**src/rtl/rgbfx_pkg.sv**
```systemverilog
// Shared types and constants of the RGB LED effect engine.
`default_nettype none
package rgbfx_pkg;

	localparam int unsigned ChanW    = 8;
	localparam int unsigned ProdW    = 2 * ChanW;
	localparam int unsigned CountW   = 9;
	localparam int unsigned CfgIdxW  = 8;
	localparam int unsigned InDataW  = 16;
	localparam int unsigned OutDataW = 32;

	typedef enum logic [2:0] {
		OP_TICK    = 3'd0,
		OP_ON      = 3'd1,
		OP_OFF     = 3'd2,
		OP_BLINK   = 3'd3,
		OP_RAINBOW = 3'd4,
		OP_BREATHE = 3'd5
	} opcode_t;

	typedef enum logic [1:0] {
		MODE_NONE    = 2'd0,
		MODE_BLINK   = 2'd1,
		MODE_RAINBOW = 2'd2,
		MODE_BREATHE = 2'd3
	} mode_t;

	localparam logic [CfgIdxW-1:0] CFG_RED    = 8'd0;
	localparam logic [CfgIdxW-1:0] CFG_GREEN  = 8'd1;
	localparam logic [CfgIdxW-1:0] CFG_BLUE   = 8'd2;
	localparam logic [CfgIdxW-1:0] CFG_BRIGHT = 8'd3;

	// What the multiplier sequence has to produce for the current transaction
	typedef enum logic [2:0] {
		SC_NONE    = 3'd0,
		SC_BLACK   = 3'd1,
		SC_COLOUR  = 3'd2,
		SC_ON      = 3'd3,
		SC_WHEEL   = 3'd4,
		SC_BREATHE = 3'd5
	} scale_t;

	localparam logic [ChanW-1:0] BRIGHT_RESET  = 8'd16;
	localparam logic [ChanW-1:0] HUE_STEP      = 8'd4;
	localparam logic [ChanW-1:0] BREATHE_STEP  = 8'd5;
	localparam logic [ChanW-1:0] BREATHE_TOP   = 8'd250;
	localparam logic [ChanW-1:0] CHAN_MAX      = 8'd255;
	localparam logic [ChanW-1:0] WHEEL_THIRD   = 8'd85;
	localparam logic [ChanW-1:0] WHEEL_2THIRD  = 8'd170;

	// Multiply step 0 forms the breathe factor, steps 1 to 3 scale red, green, blue
	localparam logic [1:0] STEP_FACTOR = 2'd0;
	localparam logic [1:0] STEP_RED    = 2'd1;
	localparam logic [1:0] STEP_GREEN  = 2'd2;
	localparam logic [1:0] STEP_BLUE   = 2'd3;

	typedef struct packed {
		logic       load;
		logic       mul;
		logic       store;
		logic [1:0] step;
	} cmd_t;

	typedef struct packed {
		logic need_scale;
		logic breathe;
	} sts_t;

endpackage
`default_nettype wire

```
**src/rtl/rgbfx_ctrl.sv**
```systemverilog
// Sequencer of the RGB LED effect engine: handshakes and multiply steps.
`default_nettype none
module rgbfx_ctrl (
	input  wire                 clk,
	input  wire                 arst_n,
	input  wire                 s_tvalid,
	output logic                s_tready,
	output logic                m_tvalid,
	input  wire                 m_tready,
	input  wire rgbfx_pkg::sts_t sts,
	output rgbfx_pkg::cmd_t     cmd
);

	typedef enum logic [3:0] {
		ST_IDLE = 4'b0001,
		ST_MUL  = 4'b0010,
		ST_DIV  = 4'b0100,
		ST_OUT  = 4'b1000
	} state_t;

	state_t     state_q, state_d;
	logic [1:0] step_q, step_d;
	logic       accept;

	assign s_tready = (state_q == ST_IDLE);
	assign m_tvalid = (state_q == ST_OUT);
	assign accept   = s_tvalid && s_tready;

	assign cmd.load  = accept;
	assign cmd.mul   = (state_q == ST_MUL);
	assign cmd.store = (state_q == ST_DIV);
	assign cmd.step  = step_q;

	always_comb begin
		state_d = state_q;
		step_d  = step_q;
		case (state_q)
			ST_IDLE: begin
				if (accept) begin
					// the status reflects the transaction latched at this edge
					state_d = ST_MUL;
					step_d  = rgbfx_pkg::STEP_FACTOR;
				end
			end
			ST_MUL: begin
				if (!sts.need_scale) begin
					state_d = ST_OUT;
				end else if (!sts.breathe && step_q == rgbfx_pkg::STEP_FACTOR) begin
					// no factor to form: skip straight to red
					step_d = rgbfx_pkg::STEP_RED;
				end else begin
					state_d = ST_DIV;
				end
			end
			ST_DIV: begin
				if (step_q == rgbfx_pkg::STEP_BLUE) begin
					state_d = ST_OUT;
				end else begin
					state_d = ST_MUL;
					step_d  = step_q + 2'd1;
				end
			end
			ST_OUT: begin
				if (m_tready) begin
					state_d = ST_IDLE;
				end
			end
			default: begin
				state_d = ST_IDLE;
			end
		endcase
	end

	always_ff @(posedge clk or negedge arst_n) begin
		if (!arst_n) begin
			state_q <= ST_IDLE;
			step_q  <= rgbfx_pkg::STEP_FACTOR;
		end else begin
			state_q <= state_d;
			step_q  <= step_d;
		end
	end

endmodule
`default_nettype wire

```
**src/rtl/rgbfx_dp.sv**
```systemverilog
// Datapath of the RGB LED effect engine: registers, effect state, shared scaler.
`default_nettype none
module rgbfx_dp (
	input  wire                                  clk,
	input  wire                                  arst_n,
	input  wire                                  cfg_we,
	input  wire  [rgbfx_pkg::CfgIdxW-1:0]        cfg_index,
	input  wire  [rgbfx_pkg::ChanW-1:0]          cfg_data,
	input  wire  [2:0]                           in_opcode,
	input  wire  [rgbfx_pkg::ChanW-1:0]          in_blink_times,
	input  wire                                  in_repeat_forever,
	input  wire  rgbfx_pkg::cmd_t                cmd,
	output rgbfx_pkg::sts_t                      sts,
	output logic [rgbfx_pkg::ChanW-1:0]          red_out,
	output logic [rgbfx_pkg::ChanW-1:0]          green_out,
	output logic [rgbfx_pkg::ChanW-1:0]          blue_out,
	output logic                                 pixel_update,
	output logic [1:0]                           effect_mode
);

	localparam int unsigned W = rgbfx_pkg::ChanW;

	// value * 255 fits in 16 bits; (x + x/256 + 1) / 256 equals x / 255 there
	function automatic logic [W-1:0] div255(input logic [rgbfx_pkg::ProdW-1:0] x);
		logic [rgbfx_pkg::ProdW:0] sum;
		sum = {1'b0, x} + {{(W+1){1'b0}}, x[rgbfx_pkg::ProdW-1:W]} +
			{{rgbfx_pkg::ProdW{1'b0}}, 1'b1};
		return sum[rgbfx_pkg::ProdW-1:W];
	endfunction

	function automatic logic [W-1:0] times3(input logic [W-1:0] v);
		logic [W+1:0] t;
		t = {2'b00, v} + {1'b0, v, 1'b0};
		return t[W-1:0];
	endfunction

	logic [W-1:0]                    red_q, green_q, blue_q, bright_q;
	rgbfx_pkg::mode_t                mode_q;
	logic [rgbfx_pkg::CountW-1:0]    hpc_q;
	logic                            endless_q;
	logic [W-1:0]                    hue_q;
	logic                            rising_q;
	logic [W-1:0]                    level_q;
	logic                            cyan_on_q;
	logic [W-1:0]                    cyan_lvl_q;
	rgbfx_pkg::scale_t               sel_q;
	logic                            upd_q;
	logic [W-1:0]                    fac_q, rch_q, gch_q, bch_q;
	logic [rgbfx_pkg::ProdW-1:0]     prod_q;

	logic [W-1:0] cr, cg, cb;
	logic         colour_nz;
	logic [W-1:0] p, q, wr, wg, wb;
	logic [W-1:0] mul_a, mul_b, chan_in;
	logic [W-1:0] quot;
	logic [rgbfx_pkg::CountW-1:0] hpc_dec;
	logic         on_fix;

	// effective colour: cyan override replaces the base registers
	always_comb begin
		if (cyan_on_q) begin
			cr = '0;
			cg = cyan_lvl_q;
			cb = cyan_lvl_q;
		end else begin
			cr = red_q;
			cg = green_q;
			cb = blue_q;
		end
	end
	assign colour_nz = (cr != '0) || (cg != '0) || (cb != '0);

	// colour wheel at the current hue, before brightness
	always_comb begin
		p  = ~hue_q;
		q  = p;
		wr = '0;
		wg = '0;
		wb = '0;
		if (p < rgbfx_pkg::WHEEL_THIRD) begin
			wr = rgbfx_pkg::CHAN_MAX - times3(p);
			wb = times3(p);
		end else if (p < rgbfx_pkg::WHEEL_2THIRD) begin
			q  = p - rgbfx_pkg::WHEEL_THIRD;
			wg = times3(q);
			wb = rgbfx_pkg::CHAN_MAX - times3(q);
		end else begin
			q  = p - rgbfx_pkg::WHEEL_2THIRD;
			wr = times3(q);
			wg = rgbfx_pkg::CHAN_MAX - times3(q);
		end
	end

	always_comb begin
		case (cmd.step)
			rgbfx_pkg::STEP_RED:   chan_in = (sel_q == rgbfx_pkg::SC_WHEEL) ? wr : cr;
			rgbfx_pkg::STEP_GREEN: chan_in = (sel_q == rgbfx_pkg::SC_WHEEL) ? wg : cg;
			rgbfx_pkg::STEP_BLUE:  chan_in = (sel_q == rgbfx_pkg::SC_WHEEL) ? wb : cb;
			default:               chan_in = bright_q;
		endcase
	end

	always_comb begin
		if (cmd.step == rgbfx_pkg::STEP_FACTOR) begin
			mul_a = bright_q;
			mul_b = level_q;
		end else begin
			mul_a = chan_in;
			mul_b = (sel_q == rgbfx_pkg::SC_BREATHE) ? fac_q : bright_q;
		end
	end

	assign quot    = div255(prod_q);
	assign hpc_dec = hpc_q - {{(rgbfx_pkg::CountW-1){1'b0}}, 1'b1};

	assign sts.need_scale = (sel_q != rgbfx_pkg::SC_NONE) && (sel_q != rgbfx_pkg::SC_BLACK);
	assign sts.breathe    = (sel_q == rgbfx_pkg::SC_BREATHE);

	// configuration and effect state
	always_ff @(posedge clk or negedge arst_n) begin
		if (!arst_n) begin
			red_q      <= '0;
			green_q    <= '0;
			blue_q     <= '0;
			bright_q   <= rgbfx_pkg::BRIGHT_RESET;
			mode_q     <= rgbfx_pkg::MODE_NONE;
			hpc_q      <= '0;
			endless_q  <= 1'b0;
			hue_q      <= '0;
			rising_q   <= 1'b1;
			level_q    <= '0;
			cyan_on_q  <= 1'b0;
			cyan_lvl_q <= '0;
			sel_q      <= rgbfx_pkg::SC_NONE;
			upd_q      <= 1'b0;
		end else begin
			if (cfg_we) begin
				case (cfg_index)
					rgbfx_pkg::CFG_RED: begin
						red_q     <= cfg_data;
						cyan_on_q <= 1'b0;
					end
					rgbfx_pkg::CFG_GREEN: begin
						green_q   <= cfg_data;
						cyan_on_q <= 1'b0;
					end
					rgbfx_pkg::CFG_BLUE: begin
						blue_q    <= cfg_data;
						cyan_on_q <= 1'b0;
					end
					rgbfx_pkg::CFG_BRIGHT: begin
						bright_q <= cfg_data;
					end
					default: begin
					end
				endcase
			end
			if (cmd.load) begin
				sel_q <= rgbfx_pkg::SC_NONE;
				upd_q <= 1'b0;
				case (in_opcode)
					rgbfx_pkg::OP_TICK: begin
						case (mode_q)
							rgbfx_pkg::MODE_BLINK: begin
								hpc_q <= hpc_dec;
								upd_q <= 1'b1;
								if (hpc_dec[0]) begin
									sel_q <= rgbfx_pkg::SC_COLOUR;
								end else begin
									sel_q <= rgbfx_pkg::SC_BLACK;
									if (hpc_dec == '0 && !endless_q) begin
										mode_q <= rgbfx_pkg::MODE_NONE;
									end
								end
							end
							rgbfx_pkg::MODE_RAINBOW: begin
								hue_q <= hue_q + rgbfx_pkg::HUE_STEP;
								sel_q <= rgbfx_pkg::SC_WHEEL;
								upd_q <= 1'b1;
							end
							rgbfx_pkg::MODE_BREATHE: begin
								// turn at the top and bottom, holding the level for that tick
								if (rising_q) begin
									if (level_q >= rgbfx_pkg::BREATHE_TOP) begin
										rising_q <= 1'b0;
									end else begin
										level_q <= level_q + rgbfx_pkg::BREATHE_STEP;
									end
								end else begin
									if (level_q <= rgbfx_pkg::BREATHE_STEP) begin
										rising_q <= 1'b1;
									end else begin
										level_q <= level_q - rgbfx_pkg::BREATHE_STEP;
									end
								end
								sel_q <= rgbfx_pkg::SC_BREATHE;
								upd_q <= 1'b1;
							end
							default: begin
							end
						endcase
					end
					rgbfx_pkg::OP_ON: begin
						mode_q <= rgbfx_pkg::MODE_NONE;
						sel_q  <= rgbfx_pkg::SC_ON;
						upd_q  <= 1'b1;
					end
					rgbfx_pkg::OP_OFF: begin
						mode_q <= rgbfx_pkg::MODE_NONE;
						sel_q  <= rgbfx_pkg::SC_BLACK;
						upd_q  <= 1'b1;
					end
					rgbfx_pkg::OP_BLINK: begin
						mode_q    <= rgbfx_pkg::MODE_BLINK;
						hpc_q     <= {in_blink_times, 1'b0};
						endless_q <= in_repeat_forever || (in_blink_times == '0);
					end
					rgbfx_pkg::OP_RAINBOW: begin
						mode_q <= rgbfx_pkg::MODE_RAINBOW;
						hue_q  <= '0;
					end
					rgbfx_pkg::OP_BREATHE: begin
						mode_q   <= rgbfx_pkg::MODE_BREATHE;
						rising_q <= 1'b1;
						level_q  <= '0;
						if (!colour_nz) begin
							cyan_on_q  <= 1'b1;
							cyan_lvl_q <= bright_q;
						end
					end
					default: begin
					end
				endcase
			end
		end
	end

	// product and quotient registers of the shared scaler
	always_ff @(posedge clk) begin
		if (cmd.load) begin
			rch_q <= '0;
			gch_q <= '0;
			bch_q <= '0;
		end
		if (cmd.mul) begin
			prod_q <= {{W{1'b0}}, mul_a} * {{W{1'b0}}, mul_b};
		end
		if (cmd.store) begin
			case (cmd.step)
				rgbfx_pkg::STEP_RED:   rch_q <= quot;
				rgbfx_pkg::STEP_GREEN: gch_q <= quot;
				rgbfx_pkg::STEP_BLUE:  bch_q <= quot;
				default:               fac_q <= quot;
			endcase
		end
	end

	// turn on never blanks a lit colour at nonzero brightness
	assign on_fix = (sel_q == rgbfx_pkg::SC_ON) && colour_nz && (bright_q != '0) &&
			(rch_q == '0) && (gch_q == '0) && (bch_q == '0);

	always_comb begin
		if (on_fix) begin
			red_out   = {{(W-1){1'b0}}, (cr != '0)};
			green_out = {{(W-1){1'b0}}, (cg != '0)};
			blue_out  = {{(W-1){1'b0}}, (cb != '0)};
		end else begin
			red_out   = rch_q;
			green_out = gch_q;
			blue_out  = bch_q;
		end
	end

	assign pixel_update = upd_q;
	assign effect_mode  = mode_q;

endmodule
`default_nettype wire

```
**src/rtl/rgb_led_effect_engine.sv**
```systemverilog
// Top level of the RGB LED effect engine.
//
// Commands enter on the s_ stream: opcode in s_tuser, blink count and repeat flag in
// s_tdata. Every command gives exactly one pixel transaction on the m_ stream with
// the colour in m_tdata and the write flag in m_tuser; when no write is flagged the
// colour is zero. Base colour and brightness are written on the cfg_ channel, which
// is always ready; an index above 3 is dropped. The user is to use it only while the
// engine is idle; the engine itself does not enforce this.
// One command is in flight at a time. The result of a command that writes no scaled
// colour goes from the multiply state straight to the output state. Scaled colours
// go through one shared 8x8 multiplier and a divide-by-255 stage, a multiply and a
// store state per channel; turn on, blink and rainbow first pass a multiply state
// that picks the sequence, breathe first forms its brightness factor instead. A new
// command is taken only once the last result has been accepted.
// While the receiver stalls the result is held and s_tready stays low.
// Reset sets colour to black, brightness to 16 and the mode to none.
`default_nettype none
module rgb_led_effect_engine (
	input  wire         clk,
	input  wire         arst_n,
	input  wire         s_tvalid,
	output logic        s_tready,
	input  wire  [15:0] s_tdata,  // [7:0] blink_times, [8] repeat_forever, rest zero
	input  wire  [2:0]  s_tuser,  // [2:0] opcode
	output logic        m_tvalid,
	input  wire         m_tready,
	output logic [31:0] m_tdata,  // [7:0] red_out, [15:8] green_out, [23:16] blue_out,
	                              // [25:24] effect_mode, rest zero
	output logic [0:0]  m_tuser,  // [0] pixel_update
	input  wire         cfg_valid,
	output logic        cfg_ready,
	input  wire  [7:0]  cfg_index,
	input  wire  [7:0]  cfg_data
);

	rgbfx_pkg::cmd_t cmd;
	rgbfx_pkg::sts_t sts;
	logic [7:0]      red, green, blue;
	logic [1:0]      mode;
	logic            upd;

	assign cfg_ready = 1'b1;

	rgbfx_ctrl u_ctrl (
		.clk      (clk),
		.arst_n   (arst_n),
		.s_tvalid (s_tvalid),
		.s_tready (s_tready),
		.m_tvalid (m_tvalid),
		.m_tready (m_tready),
		.sts      (sts),
		.cmd      (cmd)
	);

	rgbfx_dp u_dp (
		.clk               (clk),
		.arst_n            (arst_n),
		.cfg_we            (cfg_valid && cfg_ready),
		.cfg_index         (cfg_index),
		.cfg_data          (cfg_data),
		.in_opcode         (s_tuser),
		.in_blink_times    (s_tdata[7:0]),
		.in_repeat_forever (s_tdata[8]),
		.cmd               (cmd),
		.sts               (sts),
		.red_out           (red),
		.green_out         (green),
		.blue_out          (blue),
		.pixel_update      (upd),
		.effect_mode       (mode)
	);

	assign m_tdata = {6'b0, mode, blue, green, red};
	assign m_tuser = upd;

endmodule
`default_nettype wire

```
**config.mk**
```make
export PLATFORM = sky130hd
export DESIGN_NAME = rgb_led_effect_engine
export DESIGN_NICKNAME = d
export VERILOG_FILES = /design/src/rtl/rgbfx_pkg.sv /design/src/rtl/rgbfx_ctrl.sv /design/src/rtl/rgbfx_dp.sv /design/src/rtl/rgb_led_effect_engine.sv
export SDC_FILE = /design/constraint.sdc
export NUM_CORES = 1
export LEC_CHECK = 0
export BUFFER_PORTS_ARGS = -buffer_cell sky130_fd_sc_hd__buf_2
export CORE_MARGIN = 2
export CORE_UTILIZATION = 39
export DETAILED_ROUTE_END_ITERATION = 10
export HOLD_SLACK_MARGIN = 0.1
export SYNTH_ARGS = -nofsm -noshare
export SYNTH_HDL_FRONTEND = slang
export SYNTH_SLANG_ARGS = --single-unit
```
**constraint.sdc**
```tcl
create_clock -name clk -period 12.44 [get_ports clk]
set_clock_uncertainty 0.2 [all_clocks]
set_input_delay 2.488 -clock clk [delete_from_list [all_inputs] [get_ports clk]]
set_output_delay 2.488 -clock clk [all_outputs]
set_load 0.05 [all_outputs]
```
; ---- Yosys cells after proc, flatten, opt, wreduce, memory -nomap -nowiden
; Cells that the tools add are included.
[word_totals]
register_bits = 128
input_bits = 40
output_inout_bits = 36
elab_cells = 196
[classes]
addsub = 15
multipliers = 1
order_cmp = 4
eq_ne = 35
mux = 67
bitwise_logic = 3
reduce_logical = 50
[ops]
columns = operator, count
row1 = $mux 8, 32
row2 = $logic_not 8->1, 5
row3 = $pmux 8 s2, 2
row4 = $reduce_bool 8->1, 4
row5 = $add 8x8->8, 3
row6 = $pmux 8 s3, 1
row7 = $sub 8x8->8 const A, 3
row8 = $mux 4, 5
row9 = $pmux 3 s3, 2
row10 = $pmux 9 s2, 1
row11 = $add 16x1->16 const B, 1
row12 = $add 16x8->16, 1
row13 = $add 8x3->8 const B, 2
row14 = $eq 8x2->1 const B, 2
row15 = $mul 8x8->16, 1
row16 = $mux 2, 8
row17 = $pmux 4 s4, 1
row18 = $reduce_and 3->1, 5
row19 = $reduce_and 5->1, 3
row20 = $eq 3x3->1 const B, 4
row21 = $reduce_and 2->1, 6
row22 = $mux 1, 10
row23 = $ne 2x1->1 const B, 5
row24 = $ne 2x2->1 const B, 5
row25 = other kinds (38), 63

; ---- Logic depth before layout (Yosys ltp)
; Gate-level depths: netlist of the first run.
[depth]
ltp_word = 10
depth_mapped = 26
ltp_nobuf = 26

; ---- Cells and area by module
; From an unflattened synthesis of the first run, not the netlist that was laid out.
[unflattened]
hier_cells = 1129
hier_area_um2 = 10174.8
[modules_own_cells]
columns = mod, n_inst, cells_each, area_per_inst_um2
row1 = rgbfx_dp, 1, 1071, 9659.3
row2 = rgbfx_ctrl, 1, 49, 455.4
row3 = rgb_led_effect_engine, 1, 9, 60.1

; ---- Least setup slack after synthesis of the first run
; No wires, ideal clock.
[synth_timing]
path_type = register to register
from = register u_dp.hue_q[2]
to = register u_dp.prod_q[14] (netlist bit) (data pin)
setup_ns = 0.257
t_arrival_ns = 6.553
t_required_ns = 11.983
setup_slack_ns = 5.429
stages_incl_launch_ff = 25
synth_period_minus_slack_ns = 7.011
path_cell_list = dfrtp_1 -> clkinv_1 -> ha_1 -> nor2_1 -> xnor2_1 -> ha_1 -> a21o_1 -> a21oi_1 -> xnor2_1 -> a22oi_1 -> o21ai_0 -> a221oi_2 -> or3_1 -> fa_1 -> inv_1 -> fa_1 -> fa_1 -> inv_1 -> fa_1 -> inv_1 -> ha_1 -> or4_1 -> a41o_1 -> o41a_1 -> xor2_1
[synth_between]
elab_chain_cells = 10
[synth_lines]
columns = element, line_no
row1 = start: declaration, rgbfx_dp.sv:41  ; logic [W-1:0] hue_q;
row2 = start signal: assignment, rgbfx_dp.sv:177  ; hue_q <= hue_q + rgbfx_pkg::HUE_STEP;
row3 = $not 8->8 (*), rgbfx_dp.sv:75  ; p = ~hue_q;
row4 = $sub 8x7->8 or $sub 8x8->8 (tied branches), "rgbfx_dp.sv:84, rgbfx_dp.sv:88"
row5 = $add 8x8->8, rgbfx_dp.sv:33  ; t = {2'b00, v} + {1'b0, v, 1'b0};
row6 = "$sub 8x8->8, on equally long branches", "rgbfx_dp.sv:86, rgbfx_dp.sv:90"
row7 = $mux 8, rgbfx_dp.sv:83  ; end else if (p < rgbfx_pkg::WHEEL_2THIRD) begin
row8 = $mux 8, rgbfx_dp.sv:80  ; if (p < rgbfx_pkg::WHEEL_THIRD) begin
row9 = "$mux 8, on equally long branches", "rgbfx_dp.sv:98, rgbfx_dp.sv:97"
row10 = $pmux 8 s3 (*), rgbfx_dp.sv:95  ; case (cmd.step)
row11 = $mux 8 (*), rgbfx_dp.sv:104  ; if (cmd.step == rgbfx_pkg::STEP_FACTOR) begin
row12 = $mul 8x8->16 (*), rgbfx_dp.sv:246  ; prod_q <= {{W{1'b0}}, mul_a} * {{W{1'b0}}, mul_b};
row13 = end signal: assignment, rgbfx_dp.sv:246
row14 = end: declaration, rgbfx_dp.sv:49  ; logic [rgbfx_pkg::ProdW-1:0] prod_q;
; Every way passes the cells marked *; elsewhere a longest branch is shown, timed or not.
; A chain may end at the register's enable or synchronous reset.

; ---- Worst setup path in the final report of the first run
; Same ends and word-level chain as after synthesis.

==> results of run 1 <==
-- Yosys cell counts (19+ instances only) --
| cell | number |
|---|---|
| clkbuf_1 | 42 |
| inv_1 | 91 |
| a21oi_1 | 39 |
| dfrtp_1 | 75 |
| o21ai_0 | 69 |
| dfxtp_1 | 24 |
| mux2_2 | 34 |
| mux2i_1 | 19 |
| xnor2_1 | 30 |
| edfxtp_1 | 24 |
| nor2_1 | 70 |
| nor3_1 | 22 |
| nand2_1 | 103 |
| o21a_1 | 20 |
| fa_1 | 37 |
| nand3_1 | 25 |
| ha_1 | 85 |
-- critical path, stage by stage (launching register included) --
cell and delay, ps:
dfrtp_1 640, clkinv_1 460, ha_1 420, nor2_1 140
xnor2_1 160, ha_1 300, a21o_1 210, a21oi_1 220
xnor2_1 140, a22oi_1 160, o21ai_0 120, a221oi_2 710
or3_1 220, fa_1 410, inv_1 80, fa_1 440
fa_1 560, inv_1 60, fa_1 560, inv_1 50
ha_1 240, or4_1 510, a41o_1 280, o41a_1 320
xor2_1 150
-- area by class of cell --
class,instances,share of cell area
Clock buffer,19,0.0413
Tap cell,330,0.0375
Timing Repair Buffer,65,0.0307
Inverter,93,0.0317
Multi-Input combinational cell,794,0.560
Sequential cell,126,0.287
Clock inverter,13,0.0116
-- cells by family after synthesis --
| kind of cell | count (synthesis) | share of synthesized area |
|---|---|---|
| fa+ha+maj | 122 | 0.182 |
| xor+xnor | 47 | 0.0442 |
| other cells | 2 | 0.000756 |
| compound gates | 238 | 0.161 |
| simple gates | 320 | 0.162 |
| flops | 126 | 0.318 |
| buf+inv | 156 | 0.0641 |
| mux | 60 | 0.0683 |
-- placed cells by master (no fill, tap or decap), types with 25 or more instances in the layout --
cell,netlist,final
buf_2,11,60
a21oi_1,39,39
nand3_1,25,25
ha_1,85,85
mux2_2,34,34
inv_1,91,91
dfrtp_1,75,75
o21ai_0,69,69
fa_1,37,37
nand2_1,103,103
nor2_1,70,70
xnor2_1,30,30
-- where the power goes --
| part | switching, mW | internal, mW |
|---|---|---|
| registers | 0.116 | 0.510 |
| logic | 0.762 | 0.451 |
| clock network | 0.207 | 0.291 |
-- routing by layer --
layer	global-route usage	part of all wire
met5	0	0
met4	0.0514	0.014
met3	0.0401	0.055
met2	0.304	0.46
met1	0.280	0.47
-- final timing paths --
kind,cells past startpoint,from,endpoint,slack [ps]
min,2,u_dp.rch_q[1]$_DFF_P_,u_dp.rch_q[1]$_DFF_P_,280
min in group asynchronous,1,arst_n,u_dp.bright_q[0]$_DFFE_PN0P_,2040
max reg2reg,24,u_dp.hue_q[2]$_DFFE_PN0P_,u_dp.prod_q[14]$_DFFE_PP_,4430
max in group asynchronous,1,arst_n,u_ctrl.step_q[0]$_DFFE_PN0P_,9350
min reg2reg,2,u_dp.rch_q[1]$_DFF_P_,u_dp.rch_q[1]$_DFF_P_,280
max,24,u_dp.hue_q[2]$_DFFE_PN0P_,u_dp.prod_q[14]$_DFFE_PP_,4430
==> metrics.csv, run 1 <==
metric,value,unit
layout-drive-gt1-share,0.136,
coreArea,0.0251,mm2
reg.largest.list,"u_dp.prod_q x16, u_dp.hpc_q x9",
final.min_clock_period,8010,ps
fp.dieW,164,um
slew_headroom,0.187,
postCtsResizedCells,0,
ys_ff_latch,126,
pin_count,76,
grt_pass1_vias,7582,
worstPathMaxFanout,12,
ff_latch_area,0.00316,mm2
synth_warnings,0,
grt_pass1_wl,41000,um
fin_setup_tns,0,ps
ys_types,82,
hold_viol_final,0,
tightest_slew,1220,ps
largest_reg_flops,16,
start_util,0.395,
dr.pass1.iters,6,
synth_async_sr_flop_share,0.619,
setup_violations,0,
multi_input_area,0.00617,mm2
pre_cts_ws,4420,ps
min_path_type,flop to flop,
grt_max_degree,79,
cts_setup_buffers,0,
die_y,164,um
die-area,0.0268,mm2
clockBufferDepth,2,
total_power,2.34,mW
grt_setup_unrepaired,no,
drt-initial-drc-count,612,
ys_seq_area_frac,0.318,
final_area,0.0110,mm2
critPathCaptureType,flop,
io_buffers,61,
rows,58,
htreeDepth,4,
synth_area,0.00993,mm2
synthCells,1071,
grt_util_all_layers,0.196,
post-route-period-util,0.644,
dpl.hpwl,19100,um
yosysTopAreaCell,dfrtp_1,
area_growth,10.8,%
synth_top_area_frac,0.189,
hold_slack,280,ps
required,12410,ps
postRouteAntennaNets,0,
dp.cells,1408,
drc_errors,0,
final_cells,1440,
drv_cap,0,
worstSkewPairLatency,430,ps
cts_hold_buf,0,
dpl_cell_area,0.0104,mm2
gp_congestion,0.890,
grt_antenna_before_repair,0,
finalNetCount,1259,
clk_pin_slew,70,ps
synthFlopType,dfrtp_1,
fillers,2494,
cts_buffers,17,
cts-root-buf,clkbuf_16,
layout_setup_ws,4430,ps
synth_area_leaders,"dfrtp_1 (19%), ha_1 (11%), fa_1 (7.5%), edfxtp_1 (7.3%), dfxtp_1 (4.8%)",
p_leak,5.15,nW
n_antenna_cell,0,
grt_overflow_total,0,
vias,7898,
drv_slew,0,
status,"finished, final reports clean",
regMostFlops,u_dp.prod_q,
cp_data_arrival_time,7980,ps
startpoint_type,flop,
routedWlPerCell,17.8,um
via_per_inst,5.48,
wirelength,25600,um
p_per_area,212,mW/mm2
worstSetupPathType,flop to flop,
ir_worst_vdd,0.000158,V
maxClockFrequency,125,MHz
fin_util,0.438,
cts_tree,built,
synth-edff-count,24,
syn_avg_cell_area,9.27,um2
clkSinkCount,126,
Power figures use the tool's default switching activity.
==> inputs of run 2 (changes only) <==
clock period = 7.5 ns   (was 12.44 ns; I/O delays follow)
==> metrics.csv, run 2 (synthesis gave the netlist of run 1 again) <==
metric,value,unit,change
status,"finished, final reports clean",,unchanged
cts-root-buf,clkbuf_16,,unchanged
wirelength,25900,um,"was 25,600 um"
largest_reg_flops,16,,unchanged
setup_violations,0,,unchanged
cts_hold_buf,0,,unchanged
worstSkewPairLatency,430,ps,about the same
final.min_clock_period,7180,ps,was 8010 ps
p_per_area,352,mW/mm2,was 212 mW/mm2
fp.dieW,164,um,unchanged
wl_met2,11800,um,"was 11,700 um"
r2r-end,u_dp.prod_q[14]$_DFFE_PP_,,unchanged
top_layer,met4,,unchanged
via_per_inst,5.43,,was 5.48
cp_slowest_stage_delay,620,ps,was 710 ps
io_buffers,61,,unchanged
regMostFlops,u_dp.prod_q,,unchanged
postRouteAntennaNets,0,,unchanged
coreArea,0.0251,mm2,unchanged
drc_errors,0,,unchanged
met1Wirelength,12400,um,"was 12,100 um"
layout_common_cells,"nand2_1 (103), inv_1 (91), ha_1 (84)",,"was nand2_1 (103), inv_1 (91), ha_1 (85)"
hold_depth,2,,unchanged
min_from,u_dp.rch_q[6]$_DFF_P_,,was u_dp.rch_q[1]$_DFF_P_
r2r_start,u_dp.hue_q[3]$_DFFE_PN0P_,,was u_dp.hue_q[2]$_DFFE_PN0P_
clk_pin_slew,70,ps,about the same
die_y,164,um,unchanged
dpl.hpwl,19700,um,"was 19,100 um"
holdPathEnd,u_dp.rch_q[6]$_DFF_P_,,was u_dp.rch_q[1]$_DFF_P_
p_leak,5.27,nW,was 5.15 nW
die-area,0.0268,mm2,unchanged
critPathCaptureType,flop,,unchanged
grt_pass1_vias,7816,,"was 7,582"
htreeDepth,4,,unchanged
slowest_stage,a2111oi_0,,was a221oi_2
grt_overflow_total,0,,unchanged
maxClockFrequency,139,MHz,was 125 MHz
r2r_cells,21,,was 24
routedWlPerCell,17.7,um,was 17.8 um
reg.largest.list,"u_dp.prod_q x16, u_dp.hpc_q x9",,unchanged
wl_met3,1340,um,was 1420 um
required,7480,ps,"was 12,410 ps"
rows,58,,unchanged
area_growth,12.5,%,was 10.8%
tightest_slew,1240,ps,was 1220 ps
finalNetCount,1282,,"was 1,259"
cts_tree,built,,unchanged
min_path_type,flop to flop,,unchanged
drv_slew,0,,unchanged
layout_setup_ws,323,ps,was 4430 ps
cts_buffers,17,,unchanged
grt_setup_unrepaired,no,,unchanged
layout_commonest_cell,nand2_1,,unchanged
layout-drive-gt1-share,0.157,,was 0.136
crit_chain,buf_4 > ha_1 > nand3b_1 > nand3_1 > nor2_1 > o311a_1 > a2111oi_0 > buf_4 > a21o_1 > nor2_1 > fa_1 > fa_1 > fa_1 > inv_1 > fa_1 > inv_1 > ha_1 > or4_1 > a41o_1 > o41a_1 > xor2_1,,was clkinv_1 > ha_1 > nor2_1 > xnor2_1 > ha_1 > a21o_1 > a21oi_1 > xnor2_1 > a22oi_1 > o21ai_0 > a221oi_2 > or3_1 > fa_1 > inv_1 > fa_1 > fa_1 > inv_1 > fa_1 > inv_1 > ha_1 > or4_1 > a41o_1 > o41a_1 > xor2_1
hold_viol_final,0,,unchanged
fillers,2454,,"was 2,494"
grt_pass1_wl,42200,um,"was 41,000 um"
dr.pass1.iters,7,,was 6
pre_cts_ws,258,ps,was 4420 ps
reg2reg_slack,320,ps,was 4430 ps
drv_cap,0,,unchanged
ir_worst_vdd,0.000222,V,was 0.000158 V
startpoint_type,flop,,unchanged
cp_data_arrival_time,7160,ps,was 7980 ps
drt-initial-drc-count,722,,was 612
grt_antenna_before_repair,0,,unchanged
n_antenna_cell,0,,unchanged
fin_setup_tns,0,ps,unchanged
worstSetupPathType,flop to flop,,unchanged
clkSinkCount,126,,unchanged
grt_max_degree,44,,was 79
clockBufferDepth,2,,unchanged
vias,7948,,"was 7,898"
fin_util,0.445,,was 0.438
grt_util_all_layers,0.200,,was 0.196
path_common_cell,fa_1,,unchanged
gp_congestion,0.896,,was 0.890
post-route-period-util,0.957,,was 0.644
start_util,0.395,,unchanged
worstPathMaxFanout,13,,was 12
pin_count,76,,unchanged
slew_headroom,0.174,,was 0.187
==> run 2: worst max-delay path: cells and delay by family (launching register included) <==
kind / cells / cell delay (ps)
fa+ha+maj: 6 / 2640
compound gates: 5 / 1730
simple gates: 5 / 1330
buf+inv: 4 / 510
flops: 1 / 370
xor+xnor: 1 / 150
==> run 2: stage by stage <==
step | power [mW] | cells | hold WS, ps | cell area, um2
2_1_floorplan | 2.50 | 1076 | 245 | 9950
3_3_place_gp | 3.09 | 1431 | 265 | 10600
3_5_place_dp | 3.10 | 1431 | 270 | 10600
4_1_cts | 3.94 | 1463 | 284 | 11200
5_1_grt | 4.24 | 1463 | 311 | 11200
6_report | 3.93 | 1463 | 282 | 11200
==> run 2: worst max-delay path by stage <==
stage	start	end	cells past startpoint
global placement	u_dp.hue_q[2]$_DFFE_PN0P_	u_dp.prod_q[15]$_DFFE_PP_	25
global route	u_dp.hue_q[3]$_DFFE_PN0P_	u_dp.prod_q[14]$_DFFE_PP_	21
finish	u_dp.hue_q[3]$_DFFE_PN0P_	u_dp.prod_q[14]$_DFFE_PP_	21
CTS	u_dp.hue_q[2]$_DFFE_PN0P_	u_dp.prod_q[13]$_DFFE_PP_	25
floorplan	u_dp.hue_q[2]$_DFFE_PN0P_	u_dp.prod_q[14]$_DFFE_PP_	24
detailed placement	u_dp.hue_q[2]$_DFFE_PN0P_	u_dp.prod_q[15]$_DFFE_PP_	25
==> run 2: where the power goes <==
group          leakage, nW  switching [mW]  internal (mW)
logic                 3.54            1.30          0.810
registers             1.44           0.165          0.846
clock network        0.283           0.357          0.454
total                 5.27            1.82           2.11
==> run 2: layout make-up <==
cell class,instances,area (um2),share of cell area
clock buffer,18,450,0.0403
clock inverter,14,116,0.0104
inverter,93,349,0.0313
multi-input combinational,794,6170,0.552
sequential,126,3160,0.283
tap,330,413,0.0370
timing repair buffer,88,510,0.0457
==> run 2: per-layer routing <==
metal,global-route usage,vias up
li1,-,3857
met1,0.288,3862
met2,0.312,202
met3,0.0419,27
met4,0.0411,0
met5,0,-
==> run 2: what timing repair did <==
action                     4_1_cts  5_1_grt
resized for setup                0        4
buffers inserted                 0        0
setup endpoints to repair        0        3
